File: src/rtl/core/assert_macros.svh
// assertion helpers shared by the rtl
`ifndef ASSERT_MACROS_SVH
`define ASSERT_MACROS_SVH

// property checked on every rising edge outside reset
`define ASSERT_PROP(lbl, clk, rst, prop, msg) \
   lbl: assert property (@(posedge clk) disable iff (rst) prop) else $error(msg);

// expression that must never be true outside reset
`define ASSERT_NEVER(lbl, clk, rst, expr, msg) \
   lbl: assert property (@(posedge clk) disable iff (rst) !(expr)) else $error(msg);

`endif

File: src/rtl/core/lpps_pkg.sv
`default_nettype none

package lpps_pkg;

   localparam int PIX_W       = 8;
   localparam int ROW_WIDTH_DEF = 320;
   localparam int CENTRE      = 160;
   localparam int COUNT_W     = 10;
   localparam int SUM_W       = 18;
   localparam int ERR_W       = 10;
   localparam int ERR_MAX     = 1023;
   localparam int MINC_W      = 11;
   localparam int ACT_W       = 2;
   localparam int SPEED_W     = 9;
   localparam int SPEED_LIMIT = 160;
   localparam int BASE_SPEED  = 45;
   localparam int REV_SPEED   = 40;

   localparam int CSR_IDX_W  = 2;
   localparam int CSR_DATA_W = 11;
   localparam logic [CSR_IDX_W-1:0] REG_THRESHOLD = 2'd0;
   localparam logic [CSR_IDX_W-1:0] REG_MIN_COUNT = 2'd1;
   localparam logic [PIX_W-1:0]  THRESHOLD_RESET = 8'd130;
   localparam logic [MINC_W-1:0] MIN_COUNT_RESET = 11'd20;

   localparam logic [ACT_W-1:0] ACT_NO_LINE = 2'd0;
   localparam logic [ACT_W-1:0] ACT_REVERSE = 2'd1;
   localparam logic [ACT_W-1:0] ACT_STEER   = 2'd2;
   localparam logic [ACT_W-1:0] ACT_CENTRED = 2'd3;

   // restoring divider: one quotient bit per cycle
   localparam int DIV_STEPS = SUM_W;

   // x/10 = (x*RECIP) >> 22 and x/5 = (x*RECIP) >> 21, exact for x < 699050
   localparam int MUL_W   = SUM_W + 1;
   localparam int RECIP_W = 19;
   localparam int PROD_W  = MUL_W + RECIP_W;
   localparam int RECIP   = 419431;
   localparam int SHIFT10 = 22;
   localparam int SHIFT5  = 21;
   localparam int PMAG_W  = 16;
   localparam int DMAG_W  = 17;

   typedef struct packed {
      logic accum;
      logic clear_row;
      logic load_short;
      logic div_start;
      logic mul_p;
      logic mul_d;
      logic load_steer;
   } lpps_cmd_type;

   typedef struct packed {
      logic count_zero;
      logic count_low;
      logic div_done;
      logic out_free;
   } lpps_status_type;

endpackage

`default_nettype wire

File: src/rtl/core/lpps_if.sv
`default_nettype none

interface lpps_req_if;
   import lpps_pkg::*;
   logic             valid;
   logic             ready;
   logic [PIX_W-1:0] pixel;
   logic             last_in_row;
   modport source (output valid, output pixel, output last_in_row, input ready);
   modport sink   (input valid, input pixel, input last_in_row, output ready);
endinterface

interface lpps_rsp_if;
   import lpps_pkg::*;
   logic                      valid;
   logic                      ready;
   logic [ACT_W-1:0]          action;
   logic signed [SPEED_W-1:0] left_motor_speed;
   logic signed [SPEED_W-1:0] right_motor_speed;
   modport source (output valid, output action, output left_motor_speed,
                   output right_motor_speed, input ready);
   modport sink   (input valid, input action, input left_motor_speed,
                   input right_motor_speed, output ready);
endinterface

interface lpps_csr_if;
   import lpps_pkg::*;
   logic                  valid;
   logic                  ready;
   logic [CSR_IDX_W-1:0]  index;
   logic [CSR_DATA_W-1:0] data;
   modport source (output valid, output index, output data, input ready);
   modport sink   (input valid, input index, input data, output ready);
endinterface

`default_nettype wire

File: src/rtl/core/lpps_div.sv
`default_nettype none

module lpps_div (
   input  wire logic                          clock,
   input  wire logic                          reset,
   input  wire logic                          start,
   input  wire logic [lpps_pkg::SUM_W-1:0]    dividend,
   input  wire logic [lpps_pkg::COUNT_W-1:0]  divisor,
   output logic [lpps_pkg::SUM_W-1:0]         quotient,
   output logic                               done
);
   import lpps_pkg::*;

   localparam int STEP_W = $clog2(DIV_STEPS);

   logic                busy_ff, busy_in;
   logic                done_ff, done_in;
   logic [STEP_W-1:0]   step_ff, step_in;
   logic [SUM_W-1:0]    num_ff, num_in;
   logic [COUNT_W-1:0]  rem_ff, rem_in;
   logic [COUNT_W-1:0]  den_ff, den_in;
   logic [COUNT_W:0]    rem_shift;
   logic                fits;

   always_comb begin
      rem_shift = {rem_ff, num_ff[SUM_W-1]};
      fits      = rem_shift >= {1'b0, den_ff};
      busy_in   = busy_ff;
      done_in   = done_ff;
      step_in   = step_ff;
      num_in    = num_ff;
      rem_in    = rem_ff;
      den_in    = den_ff;
      if (start) begin
         busy_in = 1'b1;
         done_in = 1'b0;
         step_in = '0;
         num_in  = dividend;
         rem_in  = '0;
         den_in  = divisor;
      end else if (busy_ff) begin
         // remainder stays below the divisor, so the top bit drops out
         rem_in  = fits ? COUNT_W'(rem_shift - {1'b0, den_ff}) : rem_shift[COUNT_W-1:0];
         num_in  = {num_ff[SUM_W-2:0], fits};
         step_in = step_ff + STEP_W'(1);
         if (step_ff == STEP_W'(DIV_STEPS - 1)) begin
            busy_in = 1'b0;
            done_in = 1'b1;
         end
      end
   end

   always_ff @(posedge clock) begin
      if (reset) begin
         busy_ff <= 1'b0;
         done_ff <= 1'b0;
         step_ff <= '0;
      end else begin
         busy_ff <= busy_in;
         done_ff <= done_in;
         step_ff <= step_in;
      end
   end

   always_ff @(posedge clock) begin
      num_ff <= num_in;
      rem_ff <= rem_in;
      den_ff <= den_in;
   end

   assign quotient = num_ff;
   assign done     = done_ff;

endmodule

`default_nettype wire

File: src/rtl/core/lpps_dp.sv
`default_nettype none

module lpps_dp #(
   parameter int ROW_WIDTH = lpps_pkg::ROW_WIDTH_DEF
) (
   input  wire logic                             clock,
   input  wire logic                             reset,
   input  wire lpps_pkg::lpps_cmd_type           cmd,
   output lpps_pkg::lpps_status_type             status,
   input  wire logic [lpps_pkg::PIX_W-1:0]       pixel,
   input  wire logic                             csr_write,
   input  wire logic [lpps_pkg::CSR_IDX_W-1:0]   csr_index,
   input  wire logic [lpps_pkg::CSR_DATA_W-1:0]  csr_data,
   input  wire logic                             rsp_ready,
   output logic                                  rsp_valid,
   output logic [lpps_pkg::ACT_W-1:0]            rsp_action,
   output logic signed [lpps_pkg::SPEED_W-1:0]   rsp_left,
   output logic signed [lpps_pkg::SPEED_W-1:0]   rsp_right
);
   import lpps_pkg::*;

   localparam int COL_W = $clog2(ROW_WIDTH);
   localparam int OFF_W = ((COL_W > 8) ? COL_W : 8) + 2;
   localparam int SPW   = 20;

   function automatic logic signed [SPEED_W-1:0] clamp_speed(input logic signed [SPW-1:0] v);
      logic signed [SPEED_W-1:0] r;
      if (v > SPW'(SPEED_LIMIT))
         r = SPEED_W'(SPEED_LIMIT);
      else if (v < -SPW'(SPEED_LIMIT))
         r = -SPEED_W'(SPEED_LIMIT);
      else
         r = v[SPEED_W-1:0];
      return r;
   endfunction

   // configuration
   logic [PIX_W-1:0]  thr_ff, thr_in;
   logic [MINC_W-1:0] minc_ff, minc_in;

   // row accumulators
   logic [COL_W-1:0]        col_ff, col_in;
   logic [COUNT_W-1:0]      count_ff, count_in;
   logic signed [SUM_W-1:0] sum_ff, sum_in;
   logic [ERR_W-1:0]        past_ff, past_in;
   logic signed [OFF_W-1:0] offset;
   logic signed [SUM_W:0]   sum_wide;
   logic                    white;

   // decision datapath
   logic [SUM_W-1:0]  sum_mag;
   logic              neg_ff, neg_in;
   logic [SUM_W-1:0]  quo;
   logic              quo_done;
   logic [SUM_W-1:0]  diff_ff, diff_in;
   logic [PMAG_W-1:0] pmag_ff, pmag_in;
   logic [DMAG_W-1:0] dmag_ff, dmag_in;
   logic [MUL_W-1:0]  mul_a;
   logic [PROD_W-1:0] prod;
   logic [SUM_W-1:0]  past_ext;

   logic signed [SPW-1:0] pm_s, d_s, base_s, left_w, right_w;

   // result register
   logic                      rsp_valid_ff, rsp_valid_in;
   logic [ACT_W-1:0]          act_ff, act_in;
   logic signed [SPEED_W-1:0] left_ff, left_in;
   logic signed [SPEED_W-1:0] right_ff, right_in;

   always_comb begin
      thr_in  = thr_ff;
      minc_in = minc_ff;
      if (csr_write) begin
         case (csr_index)
            REG_THRESHOLD: thr_in  = csr_data[PIX_W-1:0];
            REG_MIN_COUNT: minc_in = csr_data[MINC_W-1:0];
            default: ;
         endcase
      end
   end

   always_comb begin
      white    = pixel > thr_ff;
      offset   = $signed(OFF_W'(col_ff)) - $signed(OFF_W'(CENTRE));
      sum_wide = (SUM_W+1)'(sum_ff) + (SUM_W+1)'(offset);
      col_in   = col_ff;
      count_in = count_ff;
      sum_in   = sum_ff;
      if (cmd.accum) begin
         col_in = (col_ff == COL_W'(ROW_WIDTH - 1)) ? '0 : col_ff + COL_W'(1);
         if (white) begin
            // one small step at a time: overflow shows as a sign mismatch
            if (sum_wide[SUM_W] != sum_wide[SUM_W-1])
               sum_in = sum_wide[SUM_W] ? {1'b1, {(SUM_W-1){1'b0}}}
                                        : {1'b0, {(SUM_W-1){1'b1}}};
            else
               sum_in = sum_wide[SUM_W-1:0];
            if (count_ff != '1)
               count_in = count_ff + COUNT_W'(1);
         end
      end
      if (cmd.clear_row) begin
         col_in   = '0;
         count_in = '0;
         sum_in   = '0;
      end
   end

   assign sum_mag = sum_ff[SUM_W-1] ? (~sum_ff + SUM_W'(1)) : sum_ff;

   lpps_div u_div (
      .clock    (clock),
      .reset    (reset),
      .start    (cmd.div_start),
      .dividend (sum_mag),
      .divisor  (count_ff),
      .quotient (quo),
      .done     (quo_done)
   );

   // one shared multiplier: 3*|e| for p, then 3*| |e| - past | for d
   always_comb begin
      past_ext = SUM_W'(past_ff);
      mul_a    = cmd.mul_p ? (MUL_W'({quo, 1'b0}) + MUL_W'(quo))
                           : (MUL_W'({diff_ff, 1'b0}) + MUL_W'(diff_ff));
      prod     = PROD_W'(mul_a) * PROD_W'(RECIP);
      neg_in   = cmd.div_start ? sum_ff[SUM_W-1] : neg_ff;
      diff_in  = diff_ff;
      pmag_in  = pmag_ff;
      dmag_in  = dmag_ff;
      past_in  = past_ff;
      if (cmd.mul_p) begin
         pmag_in = prod[SHIFT10 +: PMAG_W];
         diff_in = (quo >= past_ext) ? quo - past_ext : past_ext - quo;
         past_in = (quo > SUM_W'(ERR_MAX)) ? '1 : quo[ERR_W-1:0];
      end
      if (cmd.mul_d)
         dmag_in = prod[SHIFT5 +: DMAG_W];
   end

   always_comb begin
      pm_s    = $signed(SPW'(pmag_ff));
      d_s     = $signed(SPW'(dmag_ff));
      base_s  = $signed(SPW'(BASE_SPEED));
      left_w  = '0;
      right_w = '0;
      if (pmag_ff != '0) begin
         if (!neg_ff) begin
            left_w  = base_s;
            right_w = (pm_s + d_s <= base_s) ? pm_s - d_s - base_s : '0;
         end else begin
            left_w  = (base_s - pm_s + d_s >= 0) ? base_s - pm_s - d_s : '0;
            right_w = -base_s;
         end
      end
   end

   always_comb begin
      rsp_valid_in = rsp_valid_ff && !rsp_ready;
      act_in       = act_ff;
      left_in      = left_ff;
      right_in     = right_ff;
      if (cmd.load_short) begin
         rsp_valid_in = 1'b1;
         if (count_ff == '0) begin
            act_in   = ACT_NO_LINE;
            left_in  = '0;
            right_in = '0;
         end else begin
            act_in   = ACT_REVERSE;
            left_in  = -SPEED_W'(REV_SPEED);
            right_in = SPEED_W'(REV_SPEED);
         end
      end else if (cmd.load_steer) begin
         rsp_valid_in = 1'b1;
         act_in       = (pmag_ff == '0) ? ACT_CENTRED : ACT_STEER;
         left_in      = clamp_speed(left_w);
         right_in     = clamp_speed(right_w);
      end
   end

   always_ff @(posedge clock) begin
      if (reset) begin
         thr_ff       <= THRESHOLD_RESET;
         minc_ff      <= MIN_COUNT_RESET;
         col_ff       <= '0;
         count_ff     <= '0;
         sum_ff       <= '0;
         past_ff      <= '0;
         rsp_valid_ff <= 1'b0;
      end else begin
         thr_ff       <= thr_in;
         minc_ff      <= minc_in;
         col_ff       <= col_in;
         count_ff     <= count_in;
         sum_ff       <= sum_in;
         past_ff      <= past_in;
         rsp_valid_ff <= rsp_valid_in;
      end
   end

   always_ff @(posedge clock) begin
      neg_ff   <= neg_in;
      diff_ff  <= diff_in;
      pmag_ff  <= pmag_in;
      dmag_ff  <= dmag_in;
      act_ff   <= act_in;
      left_ff  <= left_in;
      right_ff <= right_in;
   end

   assign status.count_zero = (count_ff == '0);
   assign status.count_low  = ({1'b0, count_ff} < minc_ff);
   assign status.div_done   = quo_done;
   assign status.out_free   = !rsp_valid_ff || rsp_ready;

   assign rsp_valid  = rsp_valid_ff;
   assign rsp_action = act_ff;
   assign rsp_left   = left_ff;
   assign rsp_right  = right_ff;

endmodule

`default_nettype wire

File: src/rtl/core/lpps_ctrl.sv
`default_nettype none

module lpps_ctrl (
   input  wire logic                       clock,
   input  wire logic                       reset,
   input  wire logic                       req_valid,
   input  wire logic                       req_last,
   output logic                            req_ready,
   output lpps_pkg::lpps_cmd_type          cmd,
   input  wire lpps_pkg::lpps_status_type  status
);
   import lpps_pkg::*;

   localparam logic [2:0] S_ACCUM  = 3'd0;
   localparam logic [2:0] S_DECIDE = 3'd1;
   localparam logic [2:0] S_DIV    = 3'd2;
   localparam logic [2:0] S_MULP   = 3'd3;
   localparam logic [2:0] S_MULD   = 3'd4;
   localparam logic [2:0] S_STEER  = 3'd5;

   logic [2:0] state_ff, state_in;

   always_comb begin
      state_in  = state_ff;
      cmd       = '0;
      req_ready = 1'b0;
      case (state_ff)
         S_ACCUM: begin
            req_ready = 1'b1;
            if (req_valid) begin
               cmd.accum = 1'b1;
               if (req_last)
                  state_in = S_DECIDE;
            end
         end
         S_DECIDE: begin
            if (status.count_zero || status.count_low) begin
               // hold and reverse need no divide, wait only for the result slot
               if (status.out_free) begin
                  cmd.load_short = 1'b1;
                  cmd.clear_row  = 1'b1;
                  state_in       = S_ACCUM;
               end
            end else begin
               cmd.div_start = 1'b1;
               cmd.clear_row = 1'b1;
               state_in      = S_DIV;
            end
         end
         S_DIV: begin
            if (status.div_done)
               state_in = S_MULP;
         end
         S_MULP: begin
            cmd.mul_p = 1'b1;
            state_in  = S_MULD;
         end
         S_MULD: begin
            cmd.mul_d = 1'b1;
            state_in  = S_STEER;
         end
         S_STEER: begin
            if (status.out_free) begin
               cmd.load_steer = 1'b1;
               state_in       = S_ACCUM;
            end
         end
         default: state_in = S_ACCUM;
      endcase
   end

   always_ff @(posedge clock) begin
      if (reset)
         state_ff <= S_ACCUM;
      else
         state_ff <= state_in;
   end

endmodule

`default_nettype wire

File: src/rtl/core/line_position_pd_steer_core.sv
// pixels: one transfer per cycle while a row is being accumulated
// row end, hold or reverse: decide, then the result is loaded once the output register is free; input stalls meanwhile
// row end, steer or centred: decide, 18-step divider, done, multiply p, multiply d, steer, with input stalled
// at row end, input also stalls while an earlier result is still waiting at the output register
// reset: threshold 130, minimum count 20, accumulators and past error cleared, no result pending
`default_nettype none
`include "assert_macros.svh"

module line_position_pd_steer_core #(
   parameter int ROW_WIDTH = lpps_pkg::ROW_WIDTH_DEF
) (
   input  wire logic   clock,
   input  wire logic   reset,
   lpps_req_if.sink    req_bus,
   lpps_rsp_if.source  rsp_bus,
   lpps_csr_if.sink    csr_bus
);
   import lpps_pkg::*;

   lpps_cmd_type    cmd;
   lpps_status_type status;
   logic            req_ready;

   assign req_bus.ready = req_ready;
   assign csr_bus.ready = 1'b1;

   lpps_ctrl u_ctrl (
      .clock     (clock),
      .reset     (reset),
      .req_valid (req_bus.valid),
      .req_last  (req_bus.last_in_row),
      .req_ready (req_ready),
      .cmd       (cmd),
      .status    (status)
   );

   lpps_dp #(
      .ROW_WIDTH (ROW_WIDTH)
   ) u_dp (
      .clock      (clock),
      .reset      (reset),
      .cmd        (cmd),
      .status     (status),
      .pixel      (req_bus.pixel),
      .csr_write  (csr_bus.valid),
      .csr_index  (csr_bus.index),
      .csr_data   (csr_bus.data),
      .rsp_ready  (rsp_bus.ready),
      .rsp_valid  (rsp_bus.valid),
      .rsp_action (rsp_bus.action),
      .rsp_left   (rsp_bus.left_motor_speed),
      .rsp_right  (rsp_bus.right_motor_speed)
   );

   `ASSERT_PROP(a_load_into_free_slot, clock, reset, (cmd.load_short || cmd.load_steer) |-> status.out_free, "result loaded over a pending transfer")
   `ASSERT_PROP(a_stall_after_row_end, clock, reset, (req_bus.valid && req_bus.ready && req_bus.last_in_row) |=> !req_bus.ready, "pixel taken right after row end")
   `ASSERT_PROP(a_stall_during_divide, clock, reset, cmd.div_start |=> (!req_bus.ready && !cmd.accum), "pixel taken while dividing")

endmodule

`default_nettype wire
File: src/flat_wrapper.sv
// flat-port wrapper written by rule: the top's interface ports become plain ports
module line_position_pd_steer_core_flat import lpps_pkg::*;
#(
   parameter int ROW_WIDTH = lpps_pkg::ROW_WIDTH_DEF
)
  (clock, reset, req_bus_valid, req_bus_pixel, req_bus_last_in_row, req_bus_ready, rsp_bus_valid, rsp_bus_action, rsp_bus_left_motor_speed, rsp_bus_right_motor_speed, rsp_bus_ready, csr_bus_valid, csr_bus_index, csr_bus_data, csr_bus_ready);
  lpps_req_if req_bus_i ();
  lpps_rsp_if rsp_bus_i ();
  lpps_csr_if csr_bus_i ();
  input  wire logic clock;
  input  wire logic reset;
  input wire logic [$bits(req_bus_i.valid)-1:0] req_bus_valid;
  input wire logic [$bits(req_bus_i.pixel)-1:0] req_bus_pixel;
  input wire logic [$bits(req_bus_i.last_in_row)-1:0] req_bus_last_in_row;
  output wire logic [$bits(req_bus_i.ready)-1:0] req_bus_ready;
  output wire logic [$bits(rsp_bus_i.valid)-1:0] rsp_bus_valid;
  output wire logic [$bits(rsp_bus_i.action)-1:0] rsp_bus_action;
  output wire logic [$bits(rsp_bus_i.left_motor_speed)-1:0] rsp_bus_left_motor_speed;
  output wire logic [$bits(rsp_bus_i.right_motor_speed)-1:0] rsp_bus_right_motor_speed;
  input wire logic [$bits(rsp_bus_i.ready)-1:0] rsp_bus_ready;
  input wire logic [$bits(csr_bus_i.valid)-1:0] csr_bus_valid;
  input wire logic [$bits(csr_bus_i.index)-1:0] csr_bus_index;
  input wire logic [$bits(csr_bus_i.data)-1:0] csr_bus_data;
  output wire logic [$bits(csr_bus_i.ready)-1:0] csr_bus_ready;
  assign req_bus_i.valid = req_bus_valid;
  assign req_bus_i.pixel = req_bus_pixel;
  assign req_bus_i.last_in_row = req_bus_last_in_row;
  assign req_bus_ready = req_bus_i.ready;
  assign rsp_bus_valid = rsp_bus_i.valid;
  assign rsp_bus_action = rsp_bus_i.action;
  assign rsp_bus_left_motor_speed = rsp_bus_i.left_motor_speed;
  assign rsp_bus_right_motor_speed = rsp_bus_i.right_motor_speed;
  assign rsp_bus_i.ready = rsp_bus_ready;
  assign csr_bus_i.valid = csr_bus_valid;
  assign csr_bus_i.index = csr_bus_index;
  assign csr_bus_i.data = csr_bus_data;
  assign csr_bus_ready = csr_bus_i.ready;
  line_position_pd_steer_core #(.ROW_WIDTH(ROW_WIDTH)) u_core (.clock(clock), .reset(reset), .req_bus(req_bus_i), .rsp_bus(rsp_bus_i), .csr_bus(csr_bus_i));
endmodule
File: config.mk
export PLATFORM = sky130hd
export DESIGN_NAME = line_position_pd_steer_core_flat
export DESIGN_NICKNAME = d
export VERILOG_FILES = /design/src/rtl/core/lpps_pkg.sv /design/src/rtl/core/lpps_if.sv /design/src/rtl/core/lpps_div.sv /design/src/rtl/core/lpps_dp.sv /design/src/rtl/core/lpps_ctrl.sv /design/src/rtl/core/line_position_pd_steer_core.sv /design/src/flat_wrapper.sv
export VERILOG_INCLUDE_DIRS = /design/src /design/src/rtl/core
export SDC_FILE = /design/constraint.sdc
export NUM_CORES = 1
export LEC_CHECK = 0
export ABC_AREA = 1
export ABC_CLOCK_PERIOD_IN_PS = 10400
export CAP_MARGIN = 20
export CORE_MARGIN = 10
export CORE_UTILIZATION = 49
export DETAILED_ROUTE_END_ITERATION = 10
export DONT_BUFFER_PORTS = 1
export GPL_TIMING_DRIVEN = 1
export PLACE_DENSITY = 0.74
export SETUP_SLACK_MARGIN = 0.2
export SYNTH_ARGS = -nofsm -noshare
export SYNTH_HDL_FRONTEND = slang
export SYNTH_HIERARCHICAL = 1
export SYNTH_SLANG_ARGS = --single-unit
export TNS_END_PERCENT = 50
File: constraint.sdc
create_clock -name clock -period 10.4 [get_ports clock]
set_input_delay 0.52 -clock clock [delete_from_list [all_inputs] [get_ports clock]]
set_output_delay 0.52 -clock clock [all_outputs]
set_load 0.05 [all_outputs]
==> results of run 1 <==
[final timing paths]
kind / from / to / slack (ps) / depth (start not counted)
setup / recovery: u_core/u_dp/u_div/quotient[1] / u_core/u_dp/pmag_ff[7] / 1640 / 43
setup reg to reg: u_core/u_dp/u_div/quotient[1] / u_core/u_dp/pmag_ff[7] / 1640 / 43
hold reg to reg: u_core/u_dp/minc_ff[5] / u_core/u_dp/minc_ff[5] / 460 / 2
hold / removal: reset / u_core/u_ctrl/state_ff[0] / 120 / 1
[layer usage]
layer	track usage [%]	up-vias
li1	-	10345
met1	29.8	9608
met2	34.4	557
met3	2.45	91
met4	6.08	0
met5	0	-
[worst reg2reg max path: cells and delay by family, from the launching register on]
kind	cells	cell delay, ps
AND/OR/NAND/NOR	14	1270
flip-flops	1	470
AO/OA/AOI/OAI	12	2040
adder cells (fa/ha/maj)	9	4060
XOR/XNOR	1	150
buffers and inverters	7	480
[flip-flops by register name (all words and copies together), names as in the netlist, 9 cells and up]
signal	count
u_core/u_dp/past_ff	10
u_core/u_dp/pmag_ff	16
u_core/u_dp/u_div/den_ff	10
u_core/u_dp/rsp_right	9
u_core/u_dp/count_ff	10
u_core/u_dp/u_div/rem_ff	10
u_core/u_dp/sum_ff	18
u_core/u_dp/rsp_left	9
u_core/u_dp/diff_ff	18
u_core/u_dp/u_div/quotient	18
u_core/u_dp/minc_ff	11
u_core/u_dp/col_ff	9
u_core/u_dp/dmag_ff	17
[cell usage after synthesis (5+ instances only)]
master,count
inv_1,665
a31oi_1,30
nand3_1,146
xnor2_1,32
xor2_1,82
o21a_1,5
a21o_1,12
a211oi_1,7
ha_1,341
inv_2,10
a21oi_1,228
o21ai_1,15
a21oi_2,6
o21bai_1,10
nand3_2,12
a221oi_1,7
nand3b_1,9
dfxtp_1,87
nand2_4,8
nor3_1,47
nand2_2,18
o21ai_0,157
nor2_1,209
nand2_1,629
o211ai_1,16
nor2_4,7
buf_2,10
nor4_1,11
nor2_2,12
or2_2,10
nor3b_1,7
fa_1,144
clkbuf_1,20
buf_4,9
o31ai_1,7
nand4_1,34
edfxtp_1,100
o2111ai_1,6
[per-stage QoR]
stage / instance area, µm² / total power, µW / util [%] / hold slack, ps / std cells
6_report: 25000 / 1730 / 52.1 / 121 / 3821
5_1_grt: 25000 / 1800 / 52.1 / 109 / 3821
4_1_cts: 25000 / 1730 / 52.1 / 108 / 3821
3_5_place_dp: 24400 / 1080 / 50.9 / 455 / 3789
3_3_place_gp: 24400 / 1070 / 50.9 / 452 / 3789
2_1_floorplan: 23900 / 1020 / - / 433 / 3215
[power groups by stage]
stage	Combinational [µW]	Sequential [µW]	Clock, µW
5_1_grt	268	827	700
3_5_place_dp	233	842	0
3_3_place_gp	231	842	0
2_1_floorplan	183	833	0
6_report	237	825	664
4_1_cts	235	825	674
[logic make-up after synthesis]
kind of cell	Yosys count
other	1
AOI/OAI and AO/OA	531
buffers and inverters	727
and+or+nand+nor	1167
DFF	187
xor gates and xnor gates	114
muxes	3
adders and majority gates	485
[area by class of cell]
type | instances | area, µm²
inverters | 680 | 2560
flip-flops and latches | 187 | 4740
repair buffers | 6 | 45.0
fillers | 4659 | 22900
clock buffers | 18 | 429
clock inverters | 14 | 155
well taps | 615 | 769
multi-input cells | 2301 | 16300
==> impl_table.tex, run 1 <==
\begin{tabular}{lr}
\hline
Metric & Value \\
\hline
\multicolumn{2}{l}{\textbf{CTS}} \\
\quad Inserted Clock Buffers & 17 \\
\quad Post-CTS Hold Fix Bufs & 0 \\
\quad Max H-tree Level & 4 \\
\quad CTS tree & yes \\
\quad Maximum clock insertion buffer count & 2 \\
\quad Post-cts repair resize count & 0 \\
\quad TritonCTS Sinks & 187 \\
\quad Post-CTS setup-driven buffer insertion count & 0 \\
\quad Clock latency of the later-clocked register in the worst-skew pair & 460 ps \\
\quad Reg clk slew, reported paths & 80 ps \\
\quad CTS root buf & clkbuf\_16 \\
\multicolumn{2}{l}{\textbf{Timing}} \\
\quad Setup ws final & 1640 ps \\
\quad Number of endpoints with negative hold slack in the final report & 0 \\
\quad Min cycle time layout & 8760 ps \\
\quad Setup skew after layout & 15.5 ps \\
\quad Fin Setup TNS & 0 ps \\
\quad Headroom to the max-slew limit & 24.6\% \\
\quad Final-report max-slew violation count & 0 \\
\quad Unrepaired setup endpoints after global routing & false \\
\quad Final period util & 84.3\% \\
\quad Final count of negative-setup-slack endpoints & 0 \\
\quad Highest clock frequency the design can meet & 114 MHz \\
\quad Measured slew at the worst slew-check pin & 1130 ps \\
\multicolumn{2}{l}{\textbf{Die}} \\
\quad Initial core utilization & 49.8\% \\
\quad Chip Width & 241 µm \\
\quad Standard-cell row count & 80 \\
\quad Num ports & 50 \\
\quad Overall die area & 57,900 µm² \\
\quad Core outline area & 47,900 µm² \\
\quad Vertical die dimension & 241 µm \\
\multicolumn{2}{l}{\textbf{Job}} \\
\quad Max-capacitance violation count & 0 \\
\multicolumn{2}{l}{\textbf{Logic synthesis}} \\
\quad Cell taking the most area after synthesis & ha\_1 \\
\quad Post-Synth Adder-Cell Area & 30.0\% \\
\quad Post-synthesis area per instance & 7.42 µm² \\
\quad Warnings from Yosys & 6 \\
\quad Sequential area share after synthesis & 19.9\% \\
\quad Synthesis-stage register bit count & 187 \\
\quad Largest family of logic cells by synthesized area & adder cells \\
\quad Asr flop ratio synth & 0\% \\
\quad Main flop type after synthesis & edfxtp\_1 \\
\quad Netlist area before placement & 23,900 µm² \\
\quad Proportion of netlist area held by the largest area contributor & 17.9\% \\
\quad Number of flops mapped to enable cells by yosys & 100 \\
\quad Xor/xnor cell area share of the yosys netlist & 4.18\% \\
\quad Net count after synthesis & 3,727 \\
\quad Post-synthesis instance total & 3,215 \\
\quad Top post-synthesis cells by area & ha\_1, edfxtp\_1, fa\_1 \\
\quad Compound-gate portion of the synthesized area & 12.6\% \\
\quad Number of different library cells in the post-synthesis netlist & 63 \\
\quad Mux share of post-synthesis cell area & 0.126\% \\
\quad Simple-gate area share of the yosys netlist & 21.5\% \\
\multicolumn{2}{l}{\textbf{Global routing}} \\
\quad GRT Overall Usage & 21.4\% \\
\quad Largest net degree at the start of global routing & 71 \\
\quad Wire length of the first global-routing pass & 100,000 µm \\
\quad Initial antenna violation count & 0 \\
\quad Vias in the first global route & 19.3k \\
\quad Global route overflow & 0 \\
\multicolumn{2}{l}{\textbf{Placement}} \\
\quad Worst slack at placement & 1720 ps \\
\quad Buffers added on ports & 0 \\
\quad HPWL after detailed placement & 51,500 µm \\
\quad Routability Congestion & 0.947 \\
\multicolumn{2}{l}{\textbf{Routing}} \\
\quad Routed metal-1 wire length & 29,200 µm \\
\quad Highest Signal Layer & met4 \\
\quad Routed WL & 61,900 µm \\
\quad Number of remaining DRC errors & 0 \\
\quad 1st-pass router iterations & 6 \\
\quad Via count & 20.6k \\
\quad Final routed wire length divided by cell count & 16.2 µm \\
\quad Wire length on met2 & 28,200 µm \\
\quad Number of design-rule violations left by the first detailed-router iteration & 1,707 \\
\quad Antenna viol nets, final & 0 \\
\quad WL met3 & 3010 µm \\
\quad Via density & 5.39 \\
\multicolumn{2}{l}{\textbf{Power}} \\
\quad Portion of total power attributed to combinational logic & 13.7\% \\
\quad Proportion of power drawn by flip-flops and latches & 47.8\% \\
\quad Max VDD drop & 75.0 µV \\
\quad Ratio of total power to cell area & 69.1 nW/µm² \\
\quad Sw power & 514 µW \\
\quad Internal power contribution & 1210 µW \\
\quad Clock power frac & 38.5\% \\
\quad Switch share & 29.7\% \\
\quad Leakage power total & 0.0128 µW \\
\multicolumn{2}{l}{\textbf{Layout}} \\
\quad Antenna diode count & 0 \\
\quad Area added between synthesis and finish & 4.79\% \\
\quad Most frequent cells in the layout & inv\_1, nand2\_1, ha\_1, a21oi\_1, nor2\_1 \\
\quad Most common cell after layout, fill and taps aside & inv\_1 \\
\quad Number of nets in the layout & 3,705 \\
\quad Ratio of cells with drive above 1 in the final layout & 4.18\% \\
\multicolumn{2}{l}{\textbf{Worst setup path}} \\
\quad Critical path capture point type & flip-flop \\
\quad Critical path launch point type & flip-flop \\
\quad Required time of the critical path & 10,600 ps \\
\quad Slowest stage delay, CP & 570 ps \\
\quad Cell at the slowest stage of the critical path & fa\_1 \\
\quad Number of buffers and inverters on the critical path & 7 \\
\quad Signal arrival time at the worst endpoint & 8960 ps \\
\quad Category of the most critical setup path & reg -> reg \\
\quad Highest net fanout along the worst path & 6 \\
\quad Cell with the most instances on the worst path & nand2\_1 \\
\quad Top cell family by delay on the critical path & adder cells \\
\multicolumn{2}{l}{\textbf{Hold path}} \\
\quad Hold WC Path Type & in -> reg \\
\multicolumn{2}{l}{\textbf{Status}} \\
\quad Outcome & finished, final reports clean \\
\hline
\end{tabular}
(Power assumes the default switching activity.)
==> run 2, diff against run 1 <==
--- a/config.mk
+++ b/config.mk
@@ -7,14 +7,14 @@
 export NUM_CORES = 1
 export LEC_CHECK = 0
 export ABC_AREA = 1
-export ABC_CLOCK_PERIOD_IN_PS = 10400
+export ABC_CLOCK_PERIOD_IN_PS = 7200
 export CAP_MARGIN = 20
 export CORE_MARGIN = 10
 export CORE_UTILIZATION = 49
 export DETAILED_ROUTE_END_ITERATION = 10
 export DONT_BUFFER_PORTS = 1
 export GPL_TIMING_DRIVEN = 1
-export PLACE_DENSITY = 0.74
+export PLACE_DENSITY = 0.76
 export SETUP_SLACK_MARGIN = 0.2
 export SYNTH_ARGS = -nofsm -noshare
 export SYNTH_HDL_FRONTEND = slang
==> constraint.sdc (replaced) <==
create_clock -name clock -period 7.2 [get_ports clock]
set_input_delay 0.36 -clock clock [delete_from_list [all_inputs] [get_ports clock]]
set_output_delay 0.36 -clock clock [all_outputs]
set_load 0.05 [all_outputs]
==> impl_table.tex, run 2 (synthesis gave the netlist of run 1 again) <==
\begin{tabular}{lr}
\hline
Metric & Value \\
\hline
\multicolumn{2}{l}{\textbf{Worst setup path}} \\
\quad Slowest stage delay, CP & 570 ps \\
\quad Cell with the most instances on the worst path & nand2\_1 \\
\quad Source of the critical timing path & u\_core/u\_dp/diff\_ff[1] \\
\quad Required time of the critical path & 7460 ps \\
\quad Cell count of the worst reg-to-reg path & 42 \\
\quad Terminus of the critical flop-to-flop path & u\_core/u\_dp/pmag\_ff[7] \\
\quad Highest net fanout along the worst path & 3 \\
\quad Slack of the worst reg-to-reg path & -460 ps \\
\quad Critical path launch point type & flip-flop \\
\quad Critical path capture point type & flip-flop \\
\quad Category of the most critical setup path & reg -> reg \\
\quad Signal arrival time at the worst endpoint & 7930 ps \\
\quad Start of the worst register-to-register path & u\_core/u\_dp/diff\_ff[1] \\
\quad Cell at the slowest stage of the critical path & fa\_1 \\
\multicolumn{2}{l}{\textbf{Die}} \\
\quad Standard-cell row count & 80 \\
\quad Overall die area & 57,900 µm² \\
\quad Initial core utilization & 49.8\% \\
\quad Vertical die dimension & 241 µm \\
\quad Core outline area & 47,900 µm² \\
\quad Chip Width & 241 µm \\
\quad Num ports & 50 \\
\multicolumn{2}{l}{\textbf{Power}} \\
\quad Sum of internal, switching and leakage power & 2490 µW \\
\quad Ratio of total power to cell area & 90.5 nW/µm² \\
\quad Max VDD drop & 139 µV \\
\quad Leakage power total & 0.0139 µW \\
\multicolumn{2}{l}{\textbf{Routing}} \\
\quad Number of design-rule violations left by the first detailed-router iteration & 1,919 \\
\quad Via density & 5.35 \\
\quad WL met3 & 3400 µm \\
\quad Highest Signal Layer & met5 \\
\quad Wire length on met2 & 30,600 µm \\
\quad Number of remaining DRC errors & 0 \\
\quad Via count & 21.7k \\
\quad Antenna viol nets, final & 0 \\
\quad Final routed wire length divided by cell count & 16.0 µm \\
\quad Routed metal-1 wire length & 28,900 µm \\
\quad Routed WL & 64,700 µm \\
\quad 1st-pass router iterations & 7 \\
\multicolumn{2}{l}{\textbf{Timing}} \\
\quad Setup skew after layout & 13.8 ps \\
\quad Fin Setup TNS & -10,130 ps \\
\quad Headroom to the max-slew limit & 29.4\% \\
\quad Final count of negative-setup-slack endpoints & 33 \\
\quad Highest clock frequency the design can meet & 131 MHz \\
\quad Unrepaired setup endpoints after global routing & true \\
\quad WHS & 51.7 ps \\
\quad Setup ws final & -462 ps \\
\quad Number of endpoints with negative hold slack in the final report & 0 \\
\quad Final-report max-slew violation count & 0 \\
\quad Final period util & 106\% \\
\quad Measured slew at the worst slew-check pin & 1060 ps \\
\quad Min cycle time layout & 7660 ps \\
\multicolumn{2}{l}{\textbf{Layout}} \\
\quad Ratio of cells with drive above 1 in the final layout & 14.5\% \\
\quad Most frequent cells in the layout & inv\_1, nand2\_1, ha\_1, buf\_4, a21oi\_1 \\
\quad Area added between synthesis and finish & 15.5\% \\
\quad Most common cell after layout, fill and taps aside & inv\_1 \\
\quad Post-route core utilization & 57.5\% \\
\quad Antenna diode count & 0 \\
\quad Number of nets in the layout & 3,929 \\
\multicolumn{2}{l}{\textbf{Global routing}} \\
\quad Vias in the first global route & 20.5k \\
\quad Global route overflow & 0 \\
\quad GRT Overall Usage & 21.9\% \\
\quad Largest net degree at the start of global routing & 47 \\
\quad Initial antenna violation count & 3 \\
\quad Wire length of the first global-routing pass & 103,000 µm \\
\multicolumn{2}{l}{\textbf{Status}} \\
\quad Violations in the final reports & setup timing \\
\quad Outcome & finished, violations left \\
\multicolumn{2}{l}{\textbf{Hold path}} \\
\quad Hold Path Origin & csr\_bus\_data[0] \\
\quad Hold WC Path Type & in -> reg \\
\quad Destination of the worst hold path & u\_core/u\_dp/thr\_ff[0] \\
\quad Worst hold path cell count & 2 \\
\multicolumn{2}{l}{\textbf{Job}} \\
\quad Max-capacitance violation count & 0 \\
\multicolumn{2}{l}{\textbf{CTS}} \\
\quad Maximum clock insertion buffer count & 2 \\
\quad Inserted Clock Buffers & 17 \\
\quad Reg clk slew, reported paths & 80 ps \\
\quad TritonCTS Sinks & 187 \\
\quad CTS root buf & clkbuf\_16 \\
\quad CTS tree & yes \\
\quad Clock latency of the later-clocked register in the worst-skew pair & 450 ps \\
\quad Max H-tree Level & 4 \\
\multicolumn{2}{l}{\textbf{Placement}} \\
\quad Worst slack at placement & -508 ps \\
\quad HPWL after detailed placement & 52,800 µm \\
\quad Routability Congestion & 0.993 \\
\quad Buffers added on ports & 0 \\
\hline
\end{tabular}
## run 2: changes by cell type in the layout (fill, tap and decap cells not counted), moves of 19 or more
cell / change
ha_4: +24
nand2_1: -25
ha_1: -27
a21oi_1: -22
buf_4: +215
o21ai_0: -19
nand2_2: +22
inv_1: -21
## run 2: worst max-delay path by stage
stage,slack (ps),cells after the start,end
6_report,-460,42,u_core/u_dp/pmag_ff[7]
5_1_grt,-780,42,u_core/u_dp/dmag_ff[14]
4_1_cts,-230,44,u_core/u_dp/dmag_ff[14]
3_5_place_dp,-510,42,u_core/u_dp/pmag_ff[13]
3_3_place_gp,-380,42,u_core/u_dp/dmag_ff[14]
2_1_floorplan,-50,42,u_core/u_dp/dmag_ff[14]
## run 2: repair_timing
| action | in CTS | in global routing |
|---|---|---|
| hold endpoints to repair | 4 | 0 |
| buffers inserted | 29 | 10 |
| pin swaps | 79 | 50 |
| setup endpoints to repair | 33 | 33 |
| hold buffers | 1 | 0 |
| gates resized for setup | 95 | 57 |
## run 2: final cells by class
| cell class | instances | area [µm²] |
|---|---|---|
| clock buffers | 19 | 443 |
| clock inverters | 13 | 149 |
| fillers | 4241 | 20400 |
| inverters | 680 | 2570 |
| multi-input cells | 2301 | 17100 |
| flip-flops and latches | 187 | 4740 |
| well taps | 615 | 769 |
| repair buffers | 230 | 1760 |
## run 2: power by group
part	switching (µW)	internal (µW)
Combinational	229	123
Clock	444	503
Sequential	49.7	1140
Total	723	1770
## run 2: through the flow
step                instances  instance area, µm²
floorplan                3215               24100
global placement         3973               26000
detailed placement       3973               26000
CTS                      4035               27300
global route             4045               27600
finish                   4045               27600
## run 2: worst max-delay path, delay by kind of cell, from the launching register on
kind                     cells  cell delay, ps
AO/OA/AOI/OAI                8            1000
XOR/XNOR                     1             210
adder cells (fa/ha/maj)      9            3610
buffers and inverters        7             710
flip-flops                   1             390
AND/OR/NAND/NOR             17            1570
## run 2: routing by layer
layer / up-vias / track usage [%]
li1: 10788 / -
met1: 10145 / 28.8
met2: 610 / 36.5
met3: 107 / 3.34
met4: 8 / 6.29
met5: - / 0
